<file path="config.mk">
export PLATFORM = sky130hd
export DESIGN_NAME = priority_task_scheduler_top_flat
export DESIGN_NICKNAME = d
export VERILOG_FILES = /design/src/rtl/pts_pkg.sv /design/src/rtl/pts_in_if.sv /design/src/rtl/pts_out_if.sv /design/src/rtl/pts_delay_unit.sv /design/src/rtl/priority_task_scheduler_top.sv /design/src/flat_wrapper.sv
export SDC_FILE = /design/constraint.sdc
export NUM_CORES = 1
export LEC_CHECK = 0
export BUFFER_PORTS_ARGS = -buffer_cell sky130_fd_sc_hd__buf_2
export CAP_MARGIN = 10
export CORE_MARGIN = 2
export CORE_UTILIZATION = 40
export DETAILED_ROUTE_END_ITERATION = 8
export HOLD_SLACK_MARGIN = 0.05
export PLACE_DENSITY = 0.51
export SLEW_MARGIN = 20
export SYNTH_ARGS = -nofsm -noshare
export SYNTH_HDL_FRONTEND = slang
export SYNTH_SLANG_ARGS = --single-unit
export TNS_END_PERCENT = 30
</file>
<file path="constraint.sdc">
create_clock -name clk -period 9.1 [get_ports clk]
set_input_delay 0 -clock clk [delete_from_list [all_inputs] [get_ports clk]]
set_output_delay 0 -clock clk [all_outputs]
set_load 0.02 [all_outputs]
</file>
<file path="src/rtl/pts_pkg.sv">
`timescale 1ns / 1ps
// Shared types and constants of the priority task scheduler.
// No dependencies.
package pts_pkg;

  localparam int FUNC_W     = 2;
  localparam int DLY_W      = 16;
  localparam int MASK_W     = 8;
  localparam int TASK_W     = 3;
  localparam int INTERVAL_W = 10;
  localparam int CFG_IDX_W  = 2;
  localparam int CFG_DATA_W = 10;

  localparam logic [INTERVAL_W-1:0] SWITCH_INTERVAL_RST = 10'd10;

  localparam logic [CFG_IDX_W-1:0] CFG_TASK_PRESENT    = 2'd0;
  localparam logic [CFG_IDX_W-1:0] CFG_EVENT_ENABLED   = 2'd1;
  localparam logic [CFG_IDX_W-1:0] CFG_SWITCH_INTERVAL = 2'd2;

  typedef enum logic [FUNC_W-1:0] {
    FN_TICK  = 2'd0,
    FN_DELAY = 2'd1,
    FN_WAIT  = 2'd2,
    FN_START = 2'd3
  } func_t;

  typedef enum logic [1:0] {
    ST_INIT      = 2'd0,
    ST_READY     = 2'd1,
    ST_RUNNING   = 2'd2,
    ST_SUSPENDED = 2'd3
  } status_t;

  typedef enum logic [2:0] {
    S_IDLE,
    S_EXEC,
    S_SCAN,
    S_TICKEND,
    S_SEL,
    S_DONE
  } state_t;

  typedef struct packed {
    logic [DLY_W-1:0] start;
    logic [DLY_W-1:0] length;
  } dly_entry_t;

endpackage

</file>
<file path="src/rtl/pts_in_if.sv">
`timescale 1ns / 1ps
// Request channel of the scheduler: valid/ready plus one request word.
// Depends on pts_pkg.
interface pts_in_if import pts_pkg::*; ();
  logic              valid;
  logic              ready;
  logic [FUNC_W-1:0] func;
  logic [DLY_W-1:0]  delay_ticks;
  logic [MASK_W-1:0] event_pending;

  modport source (output valid, func, delay_ticks, event_pending, input ready);
  modport sink   (input valid, func, delay_ticks, event_pending, output ready);
endinterface

</file>
<file path="src/rtl/pts_out_if.sv">
`timescale 1ns / 1ps
// Result channel of the scheduler: valid/ready plus one result word.
// Depends on pts_pkg.
interface pts_out_if import pts_pkg::*; ();
  logic              valid;
  logic              ready;
  logic              switch_request;
  logic              current_valid;
  logic [TASK_W-1:0] current_task;
  logic [MASK_W-1:0] runnable_mask;

  modport source (output valid, switch_request, current_valid, current_task,
                  runnable_mask, input ready);
  modport sink   (input valid, switch_request, current_valid, current_task,
                  runnable_mask, output ready);
endinterface

</file>
<file path="src/rtl/pts_delay_unit.sv">
`timescale 1ns / 1ps
// Per-task delay table (start tick, length) in a one-port synchronous RAM,
// with the expiry compare on the registered read word. Depends on pts_pkg.
module pts_delay_unit import pts_pkg::*; #(
  parameter int NUM_TASKS = 8
) (
  input  logic                         clk,
  input  logic                         we,
  input  logic                         re,
  input  logic [$clog2(NUM_TASKS)-1:0] addr,
  input  dly_entry_t                   wdata,
  input  logic [DLY_W-1:0]             tick_count,
  output logic                         expired
);

  dly_entry_t       mem_r [NUM_TASKS];
  dly_entry_t       rd_r;
  logic [DLY_W-1:0] gone;

  always_ff @(posedge clk) begin
    if (we) begin
      mem_r[addr] <= wdata;
    end
    if (re) begin
      rd_r <= mem_r[addr];
    end
  end

  // modular distance since the delay began
  assign gone    = DLY_W'(tick_count - rd_r.start);
  assign expired = (gone >= rd_r.length);

endmodule

</file>
<file path="src/rtl/priority_task_scheduler_top.sv">
`timescale 1ns / 1ps
// Fixed-priority task scheduler, lower slot index wins.
// Channels: in_ch takes one request word (tick, delay, wait, start) per
// valid/ready handshake; out_ch returns exactly one result word per request
// (switch request, current task, runnable mask). cfg_we/cfg_idx/cfg_wdata
// write task_present (0), event_enabled (1) and switch_interval (2); the user
// must make writes only while no request is in flight (the block does not enforce it).
// Start passes select and done; delay and wait pass exec, select if the
// task suspends, and done; tick passes scan, tick end, select if a switch
// is due, and done. A tick walks the delay RAM one slot per cycle through
// its single port, which sets the tick time; one request is worked on at a time.
// The result sits in an output register, so a new request is taken while the
// previous result still waits for out_ch.ready; a stalled receiver holds the
// block only when a second result is ready to be written.
// Reset (rst_n low, synchronous) clears all tasks to init, no delays, tick
// and interval counts to zero, switch_interval to 10, no current task.
// The delay RAM needs no clearing: per-slot active flags mark live entries.
// Depends on pts_pkg, pts_in_if, pts_out_if and pts_delay_unit.
module priority_task_scheduler_top import pts_pkg::*; #(
  parameter int NUM_TASKS = 8
) (
  input  logic                  clk,
  input  logic                  rst_n,
  pts_in_if.sink                in_ch,
  pts_out_if.source             out_ch,
  input  logic                  cfg_we,
  input  logic [CFG_IDX_W-1:0]  cfg_idx,
  input  logic [CFG_DATA_W-1:0] cfg_wdata
);

  localparam int IDX_W = $clog2(NUM_TASKS);
  localparam logic [IDX_W-1:0] LAST_IDX = IDX_W'(NUM_TASKS - 1);
  localparam logic [IDX_W:0]   CNT_END  = (IDX_W + 1)'(NUM_TASKS);

  state_t state_r, state_nxt;
  func_t  func_r, func_nxt;
  logic [DLY_W-1:0]      dly_r, dly_nxt;
  logic [MASK_W-1:0]     ev_r, ev_nxt;
  logic [MASK_W-1:0]     present_r, present_nxt;
  logic [MASK_W-1:0]     evt_en_r, evt_en_nxt;
  logic [INTERVAL_W-1:0] swi_r, swi_nxt;
  status_t               status_r [NUM_TASKS];
  status_t               status_nxt [NUM_TASKS];
  logic [NUM_TASKS-1:0]  active_r, active_nxt;
  logic [DLY_W-1:0]      tick_r, tick_nxt;
  logic [INTERVAL_W-1:0] icnt_r, icnt_nxt;
  logic [IDX_W-1:0]      ri_r, ri_nxt;
  logic                  rv_r, rv_nxt;
  logic                  sw_r, sw_nxt;
  logic [IDX_W:0]        scan_cnt_r, scan_cnt_nxt;
  logic                  chk_vld_r, chk_vld_nxt;
  logic [IDX_W-1:0]      chk_idx_r, chk_idx_nxt;
  logic                  out_valid_r, out_valid_nxt;
  logic                  out_sw_r, out_sw_nxt;
  logic                  out_cv_r, out_cv_nxt;
  logic [TASK_W-1:0]     out_task_r, out_task_nxt;
  logic [MASK_W-1:0]     out_mask_r, out_mask_nxt;

  logic [NUM_TASKS-1:0]  present_v, evt_v, ev_v, newp_v, runnable;
  logic                  in_acc, out_free, have, dly_ok, wait_ok;
  logic                  scan_issue, scan_last, found;
  logic [IDX_W-1:0]      sel_idx, dm_addr;
  logic [INTERVAL_W-1:0] ic_inc;
  logic                  ic_hit;
  logic                  dm_we, dm_re, expired;
  dly_entry_t            dm_wdata;

  // Slot vectors; slots beyond the 8-bit registers are never present.
  for (genvar g = 0; g < NUM_TASKS; g++) begin : g_slot
    if (g < MASK_W) begin : g_map
      assign present_v[g] = present_r[g];
      assign evt_v[g]     = evt_en_r[g];
      assign ev_v[g]      = ev_r[g];
      assign newp_v[g]    = cfg_wdata[g];
    end else begin : g_none
      assign present_v[g] = 1'b0;
      assign evt_v[g]     = 1'b0;
      assign ev_v[g]      = 1'b0;
      assign newp_v[g]    = 1'b0;
    end
    assign runnable[g] = present_v[g] &&
                         (status_r[g] == ST_READY || status_r[g] == ST_RUNNING);
  end

  always_comb begin
    found   = |runnable;
    sel_idx = '0;
    for (int i = NUM_TASKS - 1; i >= 0; i--) begin
      if (runnable[i]) begin
        sel_idx = IDX_W'(i);
      end
    end
  end

  assign in_acc     = in_ch.valid && in_ch.ready;
  assign out_free   = !out_valid_r || out_ch.ready;
  assign have       = rv_r && present_v[ri_r];
  assign dly_ok     = have && (dly_r != '0) && !active_r[ri_r];
  assign wait_ok    = have && evt_v[ri_r] && !ev_v[ri_r];
  assign scan_issue = (state_r == S_SCAN) && (scan_cnt_r < CNT_END);
  assign scan_last  = chk_vld_r && (chk_idx_r == LAST_IDX);
  assign ic_inc     = INTERVAL_W'(icnt_r + 1'b1);
  assign ic_hit     = (ic_inc >= swi_r);

  assign dm_addr  = (state_r == S_EXEC) ? ri_r : scan_cnt_r[IDX_W-1:0];
  assign dm_wdata = '{start: tick_r, length: dly_r};

  pts_delay_unit #(
    .NUM_TASKS (NUM_TASKS)
  ) u_dly (
    .clk        (clk),
    .we         (dm_we),
    .re         (dm_re),
    .addr       (dm_addr),
    .wdata      (dm_wdata),
    .tick_count (tick_r),
    .expired    (expired)
  );

  // next state
  always_comb begin
    state_nxt = state_r;
    case (state_r)
      S_IDLE: begin
        if (in_acc) begin
          case (func_t'(in_ch.func))
            FN_TICK:  state_nxt = S_SCAN;
            FN_START: state_nxt = S_SEL;
            default:  state_nxt = S_EXEC;
          endcase
        end
      end
      S_EXEC: begin
        if ((func_r == FN_DELAY && dly_ok) || (func_r == FN_WAIT && wait_ok)) begin
          state_nxt = S_SEL;
        end else begin
          state_nxt = S_DONE;
        end
      end
      S_SCAN: begin
        if (scan_last) begin
          state_nxt = S_TICKEND;
        end
      end
      S_TICKEND: state_nxt = (sw_r || ic_hit) ? S_SEL : S_DONE;
      S_SEL:     state_nxt = S_DONE;
      S_DONE: begin
        if (out_free) begin
          state_nxt = S_IDLE;
        end
      end
      default:   state_nxt = S_IDLE;
    endcase
  end

  // datapath and outputs
  always_comb begin
    func_nxt     = func_r;
    dly_nxt      = dly_r;
    ev_nxt       = ev_r;
    present_nxt  = present_r;
    evt_en_nxt   = evt_en_r;
    swi_nxt      = swi_r;
    status_nxt   = status_r;
    active_nxt   = active_r;
    tick_nxt     = tick_r;
    icnt_nxt     = icnt_r;
    ri_nxt       = ri_r;
    rv_nxt       = rv_r;
    sw_nxt       = sw_r;
    scan_cnt_nxt = scan_cnt_r;
    chk_vld_nxt  = 1'b0;
    chk_idx_nxt  = chk_idx_r;
    out_sw_nxt   = out_sw_r;
    out_cv_nxt   = out_cv_r;
    out_task_nxt = out_task_r;
    out_mask_nxt = out_mask_r;
    out_valid_nxt = out_valid_r && !out_ch.ready;
    dm_we        = 1'b0;
    dm_re        = 1'b0;

    case (state_r)
      S_IDLE: begin
        if (in_acc) begin
          func_nxt     = func_t'(in_ch.func);
          dly_nxt      = in_ch.delay_ticks;
          ev_nxt       = in_ch.event_pending;
          sw_nxt       = 1'b0;
          scan_cnt_nxt = '0;
        end
      end
      S_EXEC: begin
        if (func_r == FN_DELAY && dly_ok) begin
          dm_we              = 1'b1;
          active_nxt[ri_r]   = 1'b1;
          status_nxt[ri_r]   = ST_SUSPENDED;
          sw_nxt             = 1'b1;
        end else if (func_r == FN_WAIT && wait_ok) begin
          status_nxt[ri_r]   = ST_SUSPENDED;
          sw_nxt             = 1'b1;
        end
      end
      S_SCAN: begin
        if (scan_issue) begin
          dm_re        = 1'b1;
          scan_cnt_nxt = (IDX_W + 1)'(scan_cnt_r + 1'b1);
          chk_vld_nxt  = 1'b1;
          chk_idx_nxt  = scan_cnt_r[IDX_W-1:0];
        end
        // RAM word of chk_idx_r is on the read register this cycle
        if (chk_vld_r && present_v[chk_idx_r]) begin
          if (active_r[chk_idx_r]) begin
            if (expired) begin
              active_nxt[chk_idx_r] = 1'b0;
              status_nxt[chk_idx_r] = ST_READY;
              sw_nxt                = 1'b1;
            end else begin
              status_nxt[chk_idx_r] = ST_SUSPENDED;
            end
          end
          // event state overrides the delay outcome
          if (evt_v[chk_idx_r]) begin
            if (ev_v[chk_idx_r]) begin
              status_nxt[chk_idx_r] = ST_READY;
              sw_nxt                = 1'b1;
            end else begin
              status_nxt[chk_idx_r] = ST_SUSPENDED;
            end
          end
        end
      end
      S_TICKEND: begin
        tick_nxt = DLY_W'(tick_r + 1'b1);
        if (ic_hit) begin
          icnt_nxt = '0;
          sw_nxt   = 1'b1;
        end else begin
          icnt_nxt = ic_inc;
        end
      end
      S_SEL: begin
        if (found) begin
          status_nxt[sel_idx] = ST_RUNNING;
          ri_nxt              = sel_idx;
          rv_nxt              = 1'b1;
        end
      end
      S_DONE: begin
        if (out_free) begin
          out_valid_nxt = 1'b1;
          out_sw_nxt    = sw_r;
          out_cv_nxt    = rv_r;
          out_task_nxt  = TASK_W'(ri_r);
          out_mask_nxt  = MASK_W'(runnable);
        end
      end
      default: ;
    endcase

    if (cfg_we) begin
      case (cfg_idx)
        CFG_TASK_PRESENT: begin
          for (int i = 0; i < NUM_TASKS; i++) begin
            if (present_v[i] != newp_v[i]) begin
              status_nxt[i] = newp_v[i] ? ST_READY : ST_INIT;
              active_nxt[i] = 1'b0;
              if (!newp_v[i] && rv_r && ri_r == IDX_W'(i)) begin
                rv_nxt = 1'b0;
              end
            end
          end
          present_nxt = cfg_wdata[MASK_W-1:0];
        end
        CFG_EVENT_ENABLED:   evt_en_nxt = cfg_wdata[MASK_W-1:0];
        CFG_SWITCH_INTERVAL: swi_nxt    = cfg_wdata[INTERVAL_W-1:0];
        default: ;
      endcase
    end
  end

  always_ff @(posedge clk) begin
    if (!rst_n) begin
      state_r     <= S_IDLE;
      present_r   <= '0;
      evt_en_r    <= '0;
      swi_r       <= SWITCH_INTERVAL_RST;
      active_r    <= '0;
      tick_r      <= '0;
      icnt_r      <= '0;
      ri_r        <= '0;
      rv_r        <= 1'b0;
      sw_r        <= 1'b0;
      scan_cnt_r  <= '0;
      chk_vld_r   <= 1'b0;
      out_valid_r <= 1'b0;
      for (int i = 0; i < NUM_TASKS; i++) begin
        status_r[i] <= ST_INIT;
      end
    end else begin
      state_r     <= state_nxt;
      present_r   <= present_nxt;
      evt_en_r    <= evt_en_nxt;
      swi_r       <= swi_nxt;
      active_r    <= active_nxt;
      tick_r      <= tick_nxt;
      icnt_r      <= icnt_nxt;
      ri_r        <= ri_nxt;
      rv_r        <= rv_nxt;
      sw_r        <= sw_nxt;
      scan_cnt_r  <= scan_cnt_nxt;
      chk_vld_r   <= chk_vld_nxt;
      out_valid_r <= out_valid_nxt;
      status_r    <= status_nxt;
    end
  end

  always_ff @(posedge clk) begin
    func_r     <= func_nxt;
    dly_r      <= dly_nxt;
    ev_r       <= ev_nxt;
    chk_idx_r  <= chk_idx_nxt;
    out_sw_r   <= out_sw_nxt;
    out_cv_r   <= out_cv_nxt;
    out_task_r <= out_task_nxt;
    out_mask_r <= out_mask_nxt;
  end

  assign in_ch.ready           = (state_r == S_IDLE);
  assign out_ch.valid          = out_valid_r;
  assign out_ch.switch_request = out_sw_r;
  assign out_ch.current_valid  = out_cv_r;
  assign out_ch.current_task   = out_task_r;
  assign out_ch.runnable_mask  = out_mask_r;

endmodule

</file>
<file path="src/flat_wrapper.sv">
// flat-port wrapper written by rule: the top's interface ports become plain ports
module priority_task_scheduler_top_flat import pts_pkg::*;
#(
  parameter int NUM_TASKS = 8
)
  (clk, rst_n, cfg_we, cfg_idx, cfg_wdata, in_ch_valid, in_ch_func, in_ch_delay_ticks, in_ch_event_pending, in_ch_ready, out_ch_valid, out_ch_switch_request, out_ch_current_valid, out_ch_current_task, out_ch_runnable_mask, out_ch_ready);
  pts_in_if in_ch_i ();
  pts_out_if out_ch_i ();
  input  logic clk;
  input  logic rst_n;
  input  logic cfg_we;
  input  logic [CFG_IDX_W-1:0] cfg_idx;
  input  logic [CFG_DATA_W-1:0] cfg_wdata;
  input wire logic [$bits(in_ch_i.valid)-1:0] in_ch_valid;
  input wire logic [$bits(in_ch_i.func)-1:0] in_ch_func;
  input wire logic [$bits(in_ch_i.delay_ticks)-1:0] in_ch_delay_ticks;
  input wire logic [$bits(in_ch_i.event_pending)-1:0] in_ch_event_pending;
  output wire logic [$bits(in_ch_i.ready)-1:0] in_ch_ready;
  output wire logic [$bits(out_ch_i.valid)-1:0] out_ch_valid;
  output wire logic [$bits(out_ch_i.switch_request)-1:0] out_ch_switch_request;
  output wire logic [$bits(out_ch_i.current_valid)-1:0] out_ch_current_valid;
  output wire logic [$bits(out_ch_i.current_task)-1:0] out_ch_current_task;
  output wire logic [$bits(out_ch_i.runnable_mask)-1:0] out_ch_runnable_mask;
  input wire logic [$bits(out_ch_i.ready)-1:0] out_ch_ready;
  assign in_ch_i.valid = in_ch_valid;
  assign in_ch_i.func = in_ch_func;
  assign in_ch_i.delay_ticks = in_ch_delay_ticks;
  assign in_ch_i.event_pending = in_ch_event_pending;
  assign in_ch_ready = in_ch_i.ready;
  assign out_ch_valid = out_ch_i.valid;
  assign out_ch_switch_request = out_ch_i.switch_request;
  assign out_ch_current_valid = out_ch_i.current_valid;
  assign out_ch_current_task = out_ch_i.current_task;
  assign out_ch_runnable_mask = out_ch_i.runnable_mask;
  assign out_ch_i.ready = out_ch_ready;
  priority_task_scheduler_top #(.NUM_TASKS(NUM_TASKS)) u_core (.clk(clk), .rst_n(rst_n), .in_ch(in_ch_i), .out_ch(out_ch_i), .cfg_we(cfg_we), .cfg_idx(cfg_idx), .cfg_wdata(cfg_wdata));
endmodule
</file>
==> Yosys cells after proc, flatten, opt, wreduce, memory -nomap -nowiden <==
Memory sizes are Yosys's and may differ from the RTL's. A register that Yosys moved wholly into a read port is not among the register bits.
Index checks and enable logic that the tools add are counted.
{ "word_totals": {"ram_bits": 256, "out_inout_bits": 15, "n_memories": 1, "register_bits": 132} }
{ "memory_table": {"columns": ["memory", "words", "word_bits", "rd", "rd_ports_with_merged_regs", "write_ports", "line_no", "rtl"], "rows": [
  ["u_core.u_dly.mem_r", 8, 32, 1, 1, 1, "pts_delay_unit.sv:16", "dly_entry_t mem_r [NUM_TASKS];"]
]} }
{ "op_classes": {"eq_ne": 49, "mux": 130, "n_addsub": 4, "bitwise_logic": 17, "magnitude_cmp": 13, "n_reduce_logical": 82} }
{ "ops": {"columns": ["cell", "n"], "rows": [
  ["$mux 16", 12],
  ["$mux 1", 67],
  ["$mux 8", 6],
  ["$or 16x16->16", 3],
  ["$pmux 16 s3", 1],
  ["$logic_and 1x1->1", 41],
  ["$mux 3", 12],
  ["$and 8x8->8", 4],
  ["$or 8x8->8", 4],
  ["$bmux 1 s3", 8],
  ["$not 8->8", 3],
  ["$eq 2x2->1 const B", 11],
  ["$mux 2", 11],
  ["$eq 3x3->1 const B", 7],
  ["$eq 2x1->1 const B", 10],
  ["$demux 2 s3", 3],
  ["$pmux 3 s6", 1],
  ["$add 16x1->16 const B", 1],
  ["$ge 16x16->1", 1],
  ["$pmux 8 s2", 1],
  ["$reduce_bool 16->1", 1],
  ["$sub 16x16->16", 1],
  ["$reduce_and 2->1", 7],
  ["$eq 3x2->1 const B", 4],
  ["other kinds (29)", 75]
]} }

==> Logic depth before layout (Yosys ltp) <==
Gate-level depths: netlist of the first run.
{ "logic_depth": {"word_depth": 26, "ltp_mapped": 20} }

==> Hierarchy <==
Synthesis of the first run repeated with hierarchy kept, for this count alone.
{ "hier_totals": {"hier_cells": 1488, "hier_area_um2": 18740.5} }
{ "by_module_without_submodules": {"columns": ["module", "seq_area_each_um2", "cells_each", "n_inst", "area_per_inst_um2"], "rows": [
  ["pts_delay_unit", 8648.3, 734, 1, 11941.5],
  ["priority_task_scheduler_top", 3062.9, 754, 1, 6799.0]
]} }

==> Worst setup path after synthesis of the first run <==
OpenSTA, ideal clock, no wires.
{ "synth_timing": {"path_type": "register to register", "from": "reg u_core.state_r[2]", "to": "mem u_core.u_dly.mem_r[2][0] (netlist bit) (enable)", "stages_incl_launch_ff": 10, "period_less_slack_ns": 4.513, "required_time_ns": 8.639, "path_slack_ns": 4.587, "t_arrival_ns": 4.052, "n_path_buf": 4, "cell_sequence": "dfxtp_1 clkbuf_1 nor2_1 nand2_1 clkbuf_1 mux2i_1 nand2_1 clkbuf_1 clkbuf_1 nor3_1"} }
{ "synth_via": {"elab_chain_len": 4} }
{ "synth_rtl": {"columns": ["item", "line_no", "rtl"], "rows": [
  ["start, declared", "priority_task_scheduler_top.sv:35", "state_t state_r, state_nxt;"],
  ["start signal, assigned", "priority_task_scheduler_top.sv:300", "state_r <= state_nxt;"],
  ["$eq 3x1->1 *", "priority_task_scheduler_top.sv:105, priority_task_scheduler_top.sv:182", null],
  ["$mux 1", "priority_task_scheduler_top.sv:182", "case (state_r)"],
  ["$mux 1", "pts_delay_unit.sv:21", "if (we) begin"],
  ["$mux 1 (not written as such)", "pts_delay_unit.sv:22", "mem_r[addr] <= wdata;"],
  ["end, declared", "pts_delay_unit.sv:16", null]
]} }
Every way passes the cells marked *; elsewhere a longest branch is shown, timed or not.

==> Worst setup path after layout of the first run <==
{ "layout_timing": {"from": "reg u_core.tick_r[2]", "to": "reg u_core.status_r[13] (netlist bit)"} }
{ "layout_via": {"elab_chain_len": 14} }
{ "layout_rtl": {"columns": ["item", "line_no", "rtl"], "rows": [
  ["start, declared", "priority_task_scheduler_top.sv:45", "logic [DLY_W-1:0] tick_r, tick_nxt;"],
  ["start signal, assigned", "priority_task_scheduler_top.sv:305", "tick_r <= tick_nxt;"],
  ["$sub 16x16->16 *", "pts_delay_unit.sv:30", "assign gone = DLY_W'(tick_count - rd_r.start);"],
  ["$ge 16x16->1 *", "pts_delay_unit.sv:31", "assign expired = (gone >= rd_r.length);"],
  ["$mux 16 *", "priority_task_scheduler_top.sv:213", "if (expired) begin"],
  ["$mux 16 *", "priority_task_scheduler_top.sv:212", "if (active_r[chk_idx_r]) begin"],
  ["$mux 16 *", "priority_task_scheduler_top.sv:211", "if (chk_vld_r && present_v[chk_idx_r]) begin"],
  ["$mux 16 *", "priority_task_scheduler_top.sv:182", null],
  ["$or 16x16->16 (no source line) or $and 8x8->8 (tied branches)", null, null],
  ["$mux 16", "priority_task_scheduler_top.sv:223", "if (ev_v[chk_idx_r]) begin"],
  ["$mux 16 *", "priority_task_scheduler_top.sv:222", "if (evt_v[chk_idx_r]) begin"],
  ["$mux 16 *", "priority_task_scheduler_top.sv:211", null],
  ["$pmux 16 s3 *", "priority_task_scheduler_top.sv:182", null],
  ["$mux 2", "priority_task_scheduler_top.sv:264", "if (present_v[i] != newp_v[i]) begin"],
  ["$mux 16", "priority_task_scheduler_top.sv:261", "case (cfg_idx)"],
  ["$mux 16 *", "priority_task_scheduler_top.sv:260", "if (cfg_we) begin"],
  ["end signal, assigned", "priority_task_scheduler_top.sv:313", "status_r <= status_nxt;"],
  ["end, declared", "priority_task_scheduler_top.sv:42", "status_t status_r [NUM_TASKS];"]
]} }
Every way passes the cells marked *; elsewhere a longest branch is shown, timed or not. The select of a mux whose other input is x is not followed.
A chain may end at the register's enable or synchronous reset.

==> flow_metrics.env, run 1 <==
export IMPL_status="completed"
export IMPL_final_nets=1698
export IMPL_drc=0
export IMPL_final_antenna_net_count=0
export IMPL_dieWidth_um=219
export IMPL_clock_sinks=420
export IMPL_rsz0062_at_grt="false"
export IMPL_slew_viol_final=0
export IMPL_drive_gt1_share_pct=11.9
export IMPL_htree_num_levels=2
export IMPL_cp_max_fo=12
export IMPL_ys_seq_area_share_pct=63.3
export IMPL_grt_pass1_vias=12300
export IMPL_cts_resized_gates=0
export IMPL_cp_num_buf_inv=1
export IMPL_ir_worst_vdd_mv=0.132
export IMPL_clkTransAtPathRegs_ps=60
export IMPL_clk_latency_ps=610
export IMPL_netlist_area_mm2=0.0185
export IMPL_cts_root_buf="clkbuf_16"
export IMPL_async_flop_share_pct=0
export IMPL_place_congestion=0.896
export IMPL_hp_class="input pin to flop"
export IMPL_drt_iter0_drc=1027
export IMPL_synth_area_top_cells="edfxtp_1, dfxtp_1, ha_1"
export IMPL_cellLeakagePower_nw=7.77
export IMPL_power_internal_mw=3.47
export IMPL_diodes=0
export IMPL_post_cts_buffers=0
export IMPL_dp_hpwl_um=33200
export IMPL_fin_cells=2242
export IMPL_postSynthCellCount=1497
export IMPL_grt_max_degree=86
export IMPL_synth_top_flop_cell="edfxtp_1"
export IMPL_clkPwrFrac_pct=40.0
export IMPL_cts_max_path_buffers=3
export IMPL_crit_family="compound AO/OA/AOI/OAI gates"
export IMPL_finalCritPeriodShare_pct=53.7
export IMPL_die_area_mm2=0.0480
export IMPL_syn_avg_cell_area_um2=12.4
export IMPL_grt_use_total_pct=22.3
export IMPL_swShare_pct=26.6
export IMPL_fp_coreArea_mm2=0.0455
export IMPL_synth_top_cell_by_area="edfxtp_1"
export IMPL_end_kind="flop"
export IMPL_fin_ws_ps=4210
export IMPL_grt_pass1_wl_um=78700
export IMPL_multi_input_area_mm2=0.00635
export IMPL_antenna_found_initial=0
export IMPL_place_inst=2118
export IMPL_synth_nets=1587
export IMPL_fmax_mhz=205
export IMPL_cp_slowest_cell="o41ai_1"
export IMPL_pwr_share_seq_pct=48.2
export IMPL_synth_seq_cells=420
export IMPL_period_needed_ps=4890
export IMPL_grt_overflow=0
export IMPL_slowest_delay_ps=630
export IMPL_tns_ps=0
export IMPL_cp_start_kind="flop"
export IMPL_post_place_ws_ps=4290
export IMPL_setup_viol_count_final=0
export IMPL_viasPerCell=5.61
export IMPL_fill_cells=4179
export IMPL_hold_viol=0
export IMPL_synth_distinct_cells=75
export IMPL_power_frac_comb_pct=11.7
export IMPL_slew_headroom_pct=28.9
export IMPL_fin_skew_ps=37.5
export IMPL_dpl_cell_area_mm2=0.0196
export IMPL_cts_made_buffers=46
export IMPL_critPathKind="flop to flop"
export IMPL_path_cells="ha_1, nor2b_1, o21ai_0, a21boi_0, o41ai_1, o2111ai_1, a31o_2, a21oi_1, xnor2_1, ha_1, a2111oi_0, buf_4, nand3_1, a31o_2, or3_1, a211oi_1"
export IMPL_required_ps=9580
export IMPL_ctsHoldBuffers=42
export IMPL_drv_cap=0
export IMPL_seq_area_mm2=0.0117
export IMPL_arrival_ps=5370
export IMPL_worst_slew_pin_slew_ps=1060
export IMPL_cts_tree="done"
export IMPL_switchingPower_mw=1.26
export IMPL_io_pins=58
export IMPL_final_cell_area_mm2=0.0216
export IMPL_numPortBuffers=57
export IMPL_start_util_pct=40.7
export IMPL_fp_dieH_um=219
export IMPL_placementRows=78
export IMPL_areaGrowthSynthToFinish_pct=16.6
export IMPL_yosysWarningCount=0
export IMPL_post_drt_wl_per_cell_um=23.5
export IMPL_synth_edff_count=330
export IMPL_drt_first_pass_iters=5
export IMPL_netlist_area_leader_share_pct=53.6
export IMPL_power_density_mw_per_mm2=219
export IMPL_num_vias=12600
export IMPL_routed_wl_um=52700
## worst paths after layout
kind	startpoint	to	slack, ps	cells past startpoint
worst max-delay path	u_core.tick_r[2]	u_core.status_r[13]	4210	16
worst min-delay path	rst_n	u_core.swi_r[3]	90	3
worst max register to register	u_core.tick_r[2]	u_core.status_r[13]	4210	16
worst min register to register	u_core.ri_r[1]	u_core.out_ch.current_task[1]	440	0
## power groups by stage
stage / sequential, mW / combinational [mW] / clock (mW)
6_report: 2.28 / 0.555 / 1.89
4_1_cts: 2.28 / 0.556 / 1.93
2_1_floorplan: 2.28 / 0.354 / 0
3_5_place_dp: 2.32 / 0.541 / 0
5_1_grt: 2.29 / 0.612 / 2.01
3_3_place_gp: 2.32 / 0.539 / 0
## worst reg2reg max path: stages, from the launching register on
cell and delay [ps]:
dfxtp_1 560, ha_1 360, nor2b_1 150, o21ai_0 210, a21boi_0 180, o41ai_1 630, o2111ai_1 270, a31o_2 280
a21oi_1 170, xnor2_1 140, ha_1 260, a2111oi_0 430, buf_4 190, nand3_1 90, a31o_2 300, or3_1 330
a211oi_1 240
## cells in the final DEF (no fill, tap or decap), types with 23 or more instances in the layout
master,count
edfxtp_1,330
nand2_1,150
dfxtp_1,90
a21oi_1,74
inv_1,71
nor2_1,63
buf_2,57
mux2i_1,47
ha_1,46
clkbuf_16,46
dlygate4sd3_1,42
nand3_1,41
o21ai_0,41
buf_4,35
nor2b_1,34
xnor2_1,33
and2_1,30
a22oi_1,29
a22o_1,23
## registers in the layout (all words and copies together) (netlist names), 2 cells and up
name                         count
u_core.state_r                   3
u_core.chk_idx_r                 3
u_core.status_r                 16
u_core.evt_en_r                  8
u_core.swi_r                    10
u_core.u_dly.rd_r               32
u_core.u_dly.mem_r             256
u_core.out_ch.runnable_mask      8
u_core.scan_cnt_r                4
u_core.func_r                    2
u_core.tick_r                   16
u_core.out_ch.current_task       3
u_core.dly_r                    16
u_core.active_r                  8
u_core.icnt_r                   10
u_core.ri_r                      3
u_core.present_r                 8
u_core.ev_r                      8
## cell families (layout without fill, tap and decap cells)
| group | count (synthesis) | in the layout | share of synthesized area, % |
|---|---|---|---|
| buffers and inverters | 142 | 287 | 2.94 |
| and+or+nand+nor | 434 | 434 | 11.4 |
| DFF | 420 | 420 | 63.3 |
| adders and majority gates | 47 | 47 | 3.22 |
| AOI/OAI and AO/OA | 347 | 347 | 13.2 |
| xor gates and xnor gates | 51 | 51 | 2.41 |
| muxes | 56 | 56 | 3.45 |
## per-stage QoR
step	power (mW)	hold WS, ps	util, %
finish	4.73	89.4	47.4
global placement	2.86	176	43.2
detailed placement	2.86	179	43.2
floorplan	2.64	98.9	-
CTS	4.77	66.1	47.4
global route	4.92	78.6	47.4
## synth_stat cells, types with 5 or more instances
library cell / count
inv_1: 71
o22ai_1: 11
mux4_2: 6
xnor2_1: 33
nand4_1: 7
or4_1: 7
and3_1: 16
nor4_1: 5
dfxtp_1: 90
nor3_1: 24
nor3b_1: 7
and2_1: 30
a21o_1: 5
clkbuf_1: 55
a31oi_1: 11
o31ai_1: 5
mux2i_1: 48
buf_2: 9
a22oi_1: 29
a21oi_1: 74
a22o_1: 23
a21boi_0: 22
o21a_1: 13
nor2b_1: 34
o21ai_0: 42
xor2_1: 18
o211a_1: 6
or3_1: 7
a221oi_1: 22
ha_1: 46
a211oi_1: 9
o221ai_1: 17
o211ai_1: 16
nand3_1: 41
buf_1: 7
nor2_1: 72
edfxtp_1: 330
nand2b_1: 20
nand2_1: 150
## layout make-up
type	count	share of cell area (%)
inverter	71	1.24
clock inverter	27	1.53
timing repair buffer	134	4.49
clock buffer	55	5.54
sequential	420	54.3
tap	600	3.48
multi-input combinational	935	29.4
## metal layers
metal	vias to the layer above	global-route usage [%]	wire (µm)
li1	5837	-	-
met1	6337	30.8	23900
met2	307	35.7	24700
met3	95	2.88	2190
met4	0	8.99	1950
met5	-	0	0
No activity file was read; power rests on OpenSTA's default activity.
==> run 2, diff against run 1 <==
--- a/config.mk
+++ b/config.mk
@@ -5,13 +5,14 @@
 export SDC_FILE = /design/constraint.sdc
 export NUM_CORES = 1
 export LEC_CHECK = 0
+export ABC_AREA = 1
 export BUFFER_PORTS_ARGS = -buffer_cell sky130_fd_sc_hd__buf_2
 export CAP_MARGIN = 10
 export CORE_MARGIN = 2
 export CORE_UTILIZATION = 40
 export DETAILED_ROUTE_END_ITERATION = 8
 export HOLD_SLACK_MARGIN = 0.05
-export PLACE_DENSITY = 0.51
+export PLACE_DENSITY = 0.53
 export SLEW_MARGIN = 20
 export SYNTH_ARGS = -nofsm -noshare
 export SYNTH_HDL_FRONTEND = slang
==> constraint.sdc (replaced) <==
create_clock -name clk -period 4.45 [get_ports clk]
set_input_delay 0 -clock clk [delete_from_list [all_inputs] [get_ports clk]]
set_output_delay 0 -clock clk [all_outputs]
set_load 0.02 [all_outputs]
==> run 2 against run 1 <==
Net effect: count of clock-buffer cells in the layout decreased by 1; via count is 7.9% higher; sequential share of layout area decreased by 0.39 points; cell count is 15% higher; critical path depth rose by 6; register-to-register slack worse by 3700 ps; sequential cell count unchanged; synthesized area rose by 0.75%; global-route usage shrank 0.48 points.
==> flow_metrics.env, run 2 <==
export IMPL_use_met3_pct=2.98
export IMPL_rr_endpoint="u_core.active_r[2]"
export IMPL_synth_most_common_cell="nand2_1"
export IMPL_grt_max_degree=48
export IMPL_fin_skew_ps=25.9
export IMPL_arrival_ps=4420
export IMPL_final_cell_area_mm2=0.0217
export IMPL_hp_class="input pin to flop"
export IMPL_final_cell_mix="nand2_1, edfxtp_1, inv_1, nor2_1, a21oi_1"
export IMPL_cts_max_path_buffers=3
export IMPL_grt_pass1_vias=13300
export IMPL_grt_use_total_pct=21.8
export IMPL_period_needed_ps=3950
export IMPL_critPathKind="flop to flop"
export IMPL_areaGrowthSynthToFinish_pct=16.6
export IMPL_clk_latency_ps=590
export IMPL_fp_dieH_um=220
export IMPL_cellLeakagePower_nw=8.47
export IMPL_clkTransAtPathRegs_ps=60
export IMPL_diodes=0
export IMPL_cpMostUsedCell="nand2_1"
export IMPL_synth_top_cell_by_area="edfxtp_1"
export IMPL_start_util_pct=40.3
export IMPL_synth_compound_area_share_pct=11.3
export IMPL_cp_slowest_cell="fa_1"
export IMPL_status="completed"
export IMPL_postSynthCellCount=1799
export IMPL_muxShareOfSynthArea_pct=0
export IMPL_antenna_found_initial=1
export IMPL_final_util_pct=47.0
export IMPL_synth_seq_cells=420
export IMPL_rsz0062_at_grt="false"
export IMPL_numPortBuffers=57
export IMPL_synth_distinct_cells=50
export IMPL_dpl_cell_area_mm2=0.0198
export IMPL_top_register="u_core.u_dly.mem_r"
export IMPL_fin_cells=2577
export IMPL_grt_pass1_wl_um=78600
export IMPL_final_antenna_net_count=0
export IMPL_grtUsageMet1_pct=29.6
export IMPL_path_cells="inv_1, ha_1, fa_1, o21ai_1, nand4_1, nand3_1, a21oi_1, nor2_1, nor2_1, xor2_1, ha_1, nand2_1, nor3_1, nand2_1, nand3_1, nand2_1, inv_1, nand2_1, o21ai_0, nand2_1, nand2_1, inv_1"
export IMPL_cp_max_fo=11
export IMPL_ff2ff_setup_slack_ps=500
export IMPL_setup_viol_count_final=0
export IMPL_dp_hpwl_um=31600
export IMPL_whs_ps=121
export IMPL_post_drt_wl_per_cell_um=20.0
export IMPL_cp_start_kind="flop"
export IMPL_drt_first_pass_iters=5
export IMPL_synth_top_family_by_area="simple AND/OR/NAND/NOR gates"
export IMPL_slowest_delay_ps=500
export IMPL_grt_overflow=0
export IMPL_fmax_mhz=253
export IMPL_async_flop_share_pct=0
export IMPL_drt_iter0_drc=1077
export IMPL_busiest_layer="met2"
export IMPL_viasPerCell=5.27
export IMPL_min_from="in_ch_delay_ticks[7]"
export IMPL_timing_rr_start="u_core.tick_r[0]"
export IMPL_final_nets=2025
export IMPL_cts_made_buffers=44
export IMPL_synth_adder_area_share_pct=3.20
export IMPL_synth_common_cells="nand2_1, edfxtp_1, inv_1"
export IMPL_yosysWarningCount=0
export IMPL_slew_headroom_pct=30.4
export IMPL_drv_cap=0
export IMPL_num_vias=13600
export IMPL_crit_family="simple AND/OR/NAND/NOR gates"
export IMPL_netlist_area_mm2=0.0186
export IMPL_htree_num_levels=2
export IMPL_synth_area_top_cells="edfxtp_1, dfxtp_1, nand2_1"
export IMPL_grt_util_met2_pct=36.0
export IMPL_synth_edff_count=330
export IMPL_hold_end="u_core.dly_r[7]"
export IMPL_place_congestion=0.906
export IMPL_synth_xor_area_share_pct=1.27
export IMPL_tns_ps=0
export IMPL_routed_wl_um=51700
export IMPL_cts_root_buf="clkbuf_16"
export IMPL_worst_slew_pin_slew_ps=1040
export IMPL_synth_simple_area_share_pct=15.5
export IMPL_cts_tree="done"
export IMPL_largest_reg_flops=256
export IMPL_cp_num_buf_inv=3
export IMPL_fin_ws_ps=504
export IMPL_place_inst=2439
export IMPL_power_mw=9.60
export IMPL_drc=0
export IMPL_netlist_area_leader_share_pct=53.2
export IMPL_placementRows=79
export IMPL_drive_gt1_share_pct=9.80
export IMPL_slew_viol_final=0
export IMPL_largestRegisters="u_core.u_dly.mem_r x256, u_core.u_dly.rd_r x32"
export IMPL_syn_avg_cell_area_um2=10.4
export IMPL_post_cts_buffers=0
export IMPL_finalCritPeriodShare_pct=88.7
export IMPL_clock_sinks=420
export IMPL_dieWidth_um=220
export IMPL_end_kind="flop"
export IMPL_die_area_mm2=0.0483
export IMPL_r2r_cells=22
export IMPL_ir_worst_vdd_mv=0.245
export IMPL_required_ps=4920
export IMPL_post_place_ws_ps=252
export IMPL_synth_top_flop_cell="edfxtp_1"
export IMPL_ys_seq_area_share_pct=62.8
export IMPL_io_pins=58
export IMPL_synth_nets=1889
export IMPL_hold_viol=0
export IMPL_final_common_cell="nand2_1"
export IMPL_power_density_mw_per_mm2=441
export IMPL_holdPathStages=2
export IMPL_fp_coreArea_mm2=0.0463
==> run 2: area by class of cell <==
class / count / area (µm²)
clock inverter: 27 / 245
sequential: 420 / 11700
multi-input combinational: 1107 / 5880
fill: 4300 / 24500
inverter: 216 / 811
clock buffer: 54 / 1160
timing repair buffer: 146 / 1170
tap: 607 / 759
==> run 2: metal layers <==
metal | share of wire (%) | vias to the layer above
met2 | 47 | 406
met1 | 45 | 6560
met5 | 0 | -
met3 | 5.6 | 93
met4 | 2.9 | 0
li1 | - | 6515
==> run 2: worst register-to-register path, stage by stage (launching register included) <==
cell	delay (ps)
dfxtp_2	420
inv_1	90
ha_1	240
fa_1	500
o21ai_1	300
nand4_1	140
nand3_1	160
a21oi_1	90
nor2_1	90
nor2_1	60
xor2_1	140
ha_1	280
nand2_1	70
nor3_1	230
nand2_1	70
nand3_1	200
nand2_1	110
inv_1	60
nand2_1	180
o21ai_0	260
nand2_1	70
nand2_1	60
inv_1	40
==> run 2: power by group <==
part	internal [mW]	leakage (nW)	switching (mW)
logic	0.404	4.03	0.955
registers	4.47	3.76	0.166
clock network	2.04	0.686	1.56
total	6.91	8.47	2.68
==> run 2: cell families (layout without fill, tap and decap cells) <==
family / after synthesis / in the layout
AOI/OAI and AO/OA: 343 / 343
and+or+nand+nor: 690 / 690
DFF: 420 / 420
buffers and inverters: 272 / 443
adders and majority gates: 47 / 47
xor gates and xnor gates: 27 / 27
==> run 2: worst max path at each step <==
stage,slack [ps],depth (start not counted),start,endpoint
4_1_cts,240,22,u_core.tick_r[0],u_core.active_r[2]
6_report,500,22,u_core.tick_r[0],u_core.active_r[2]
2_1_floorplan,1020,22,u_core.tick_r[0],u_core.active_r[1]
3_3_place_gp,430,22,u_core.tick_r[0],u_core.active_r[1]
3_5_place_dp,250,22,u_core.tick_r[0],u_core.active_r[2]
5_1_grt,50,22,u_core.tick_r[0],u_core.active_r[2]
==> run 2: repair_timing <==
item                       CTS  global route
hold buffers                57             0
setup endpoints to repair    0            14
hold endpoints to repair   111             0
gates resized for setup      0             4
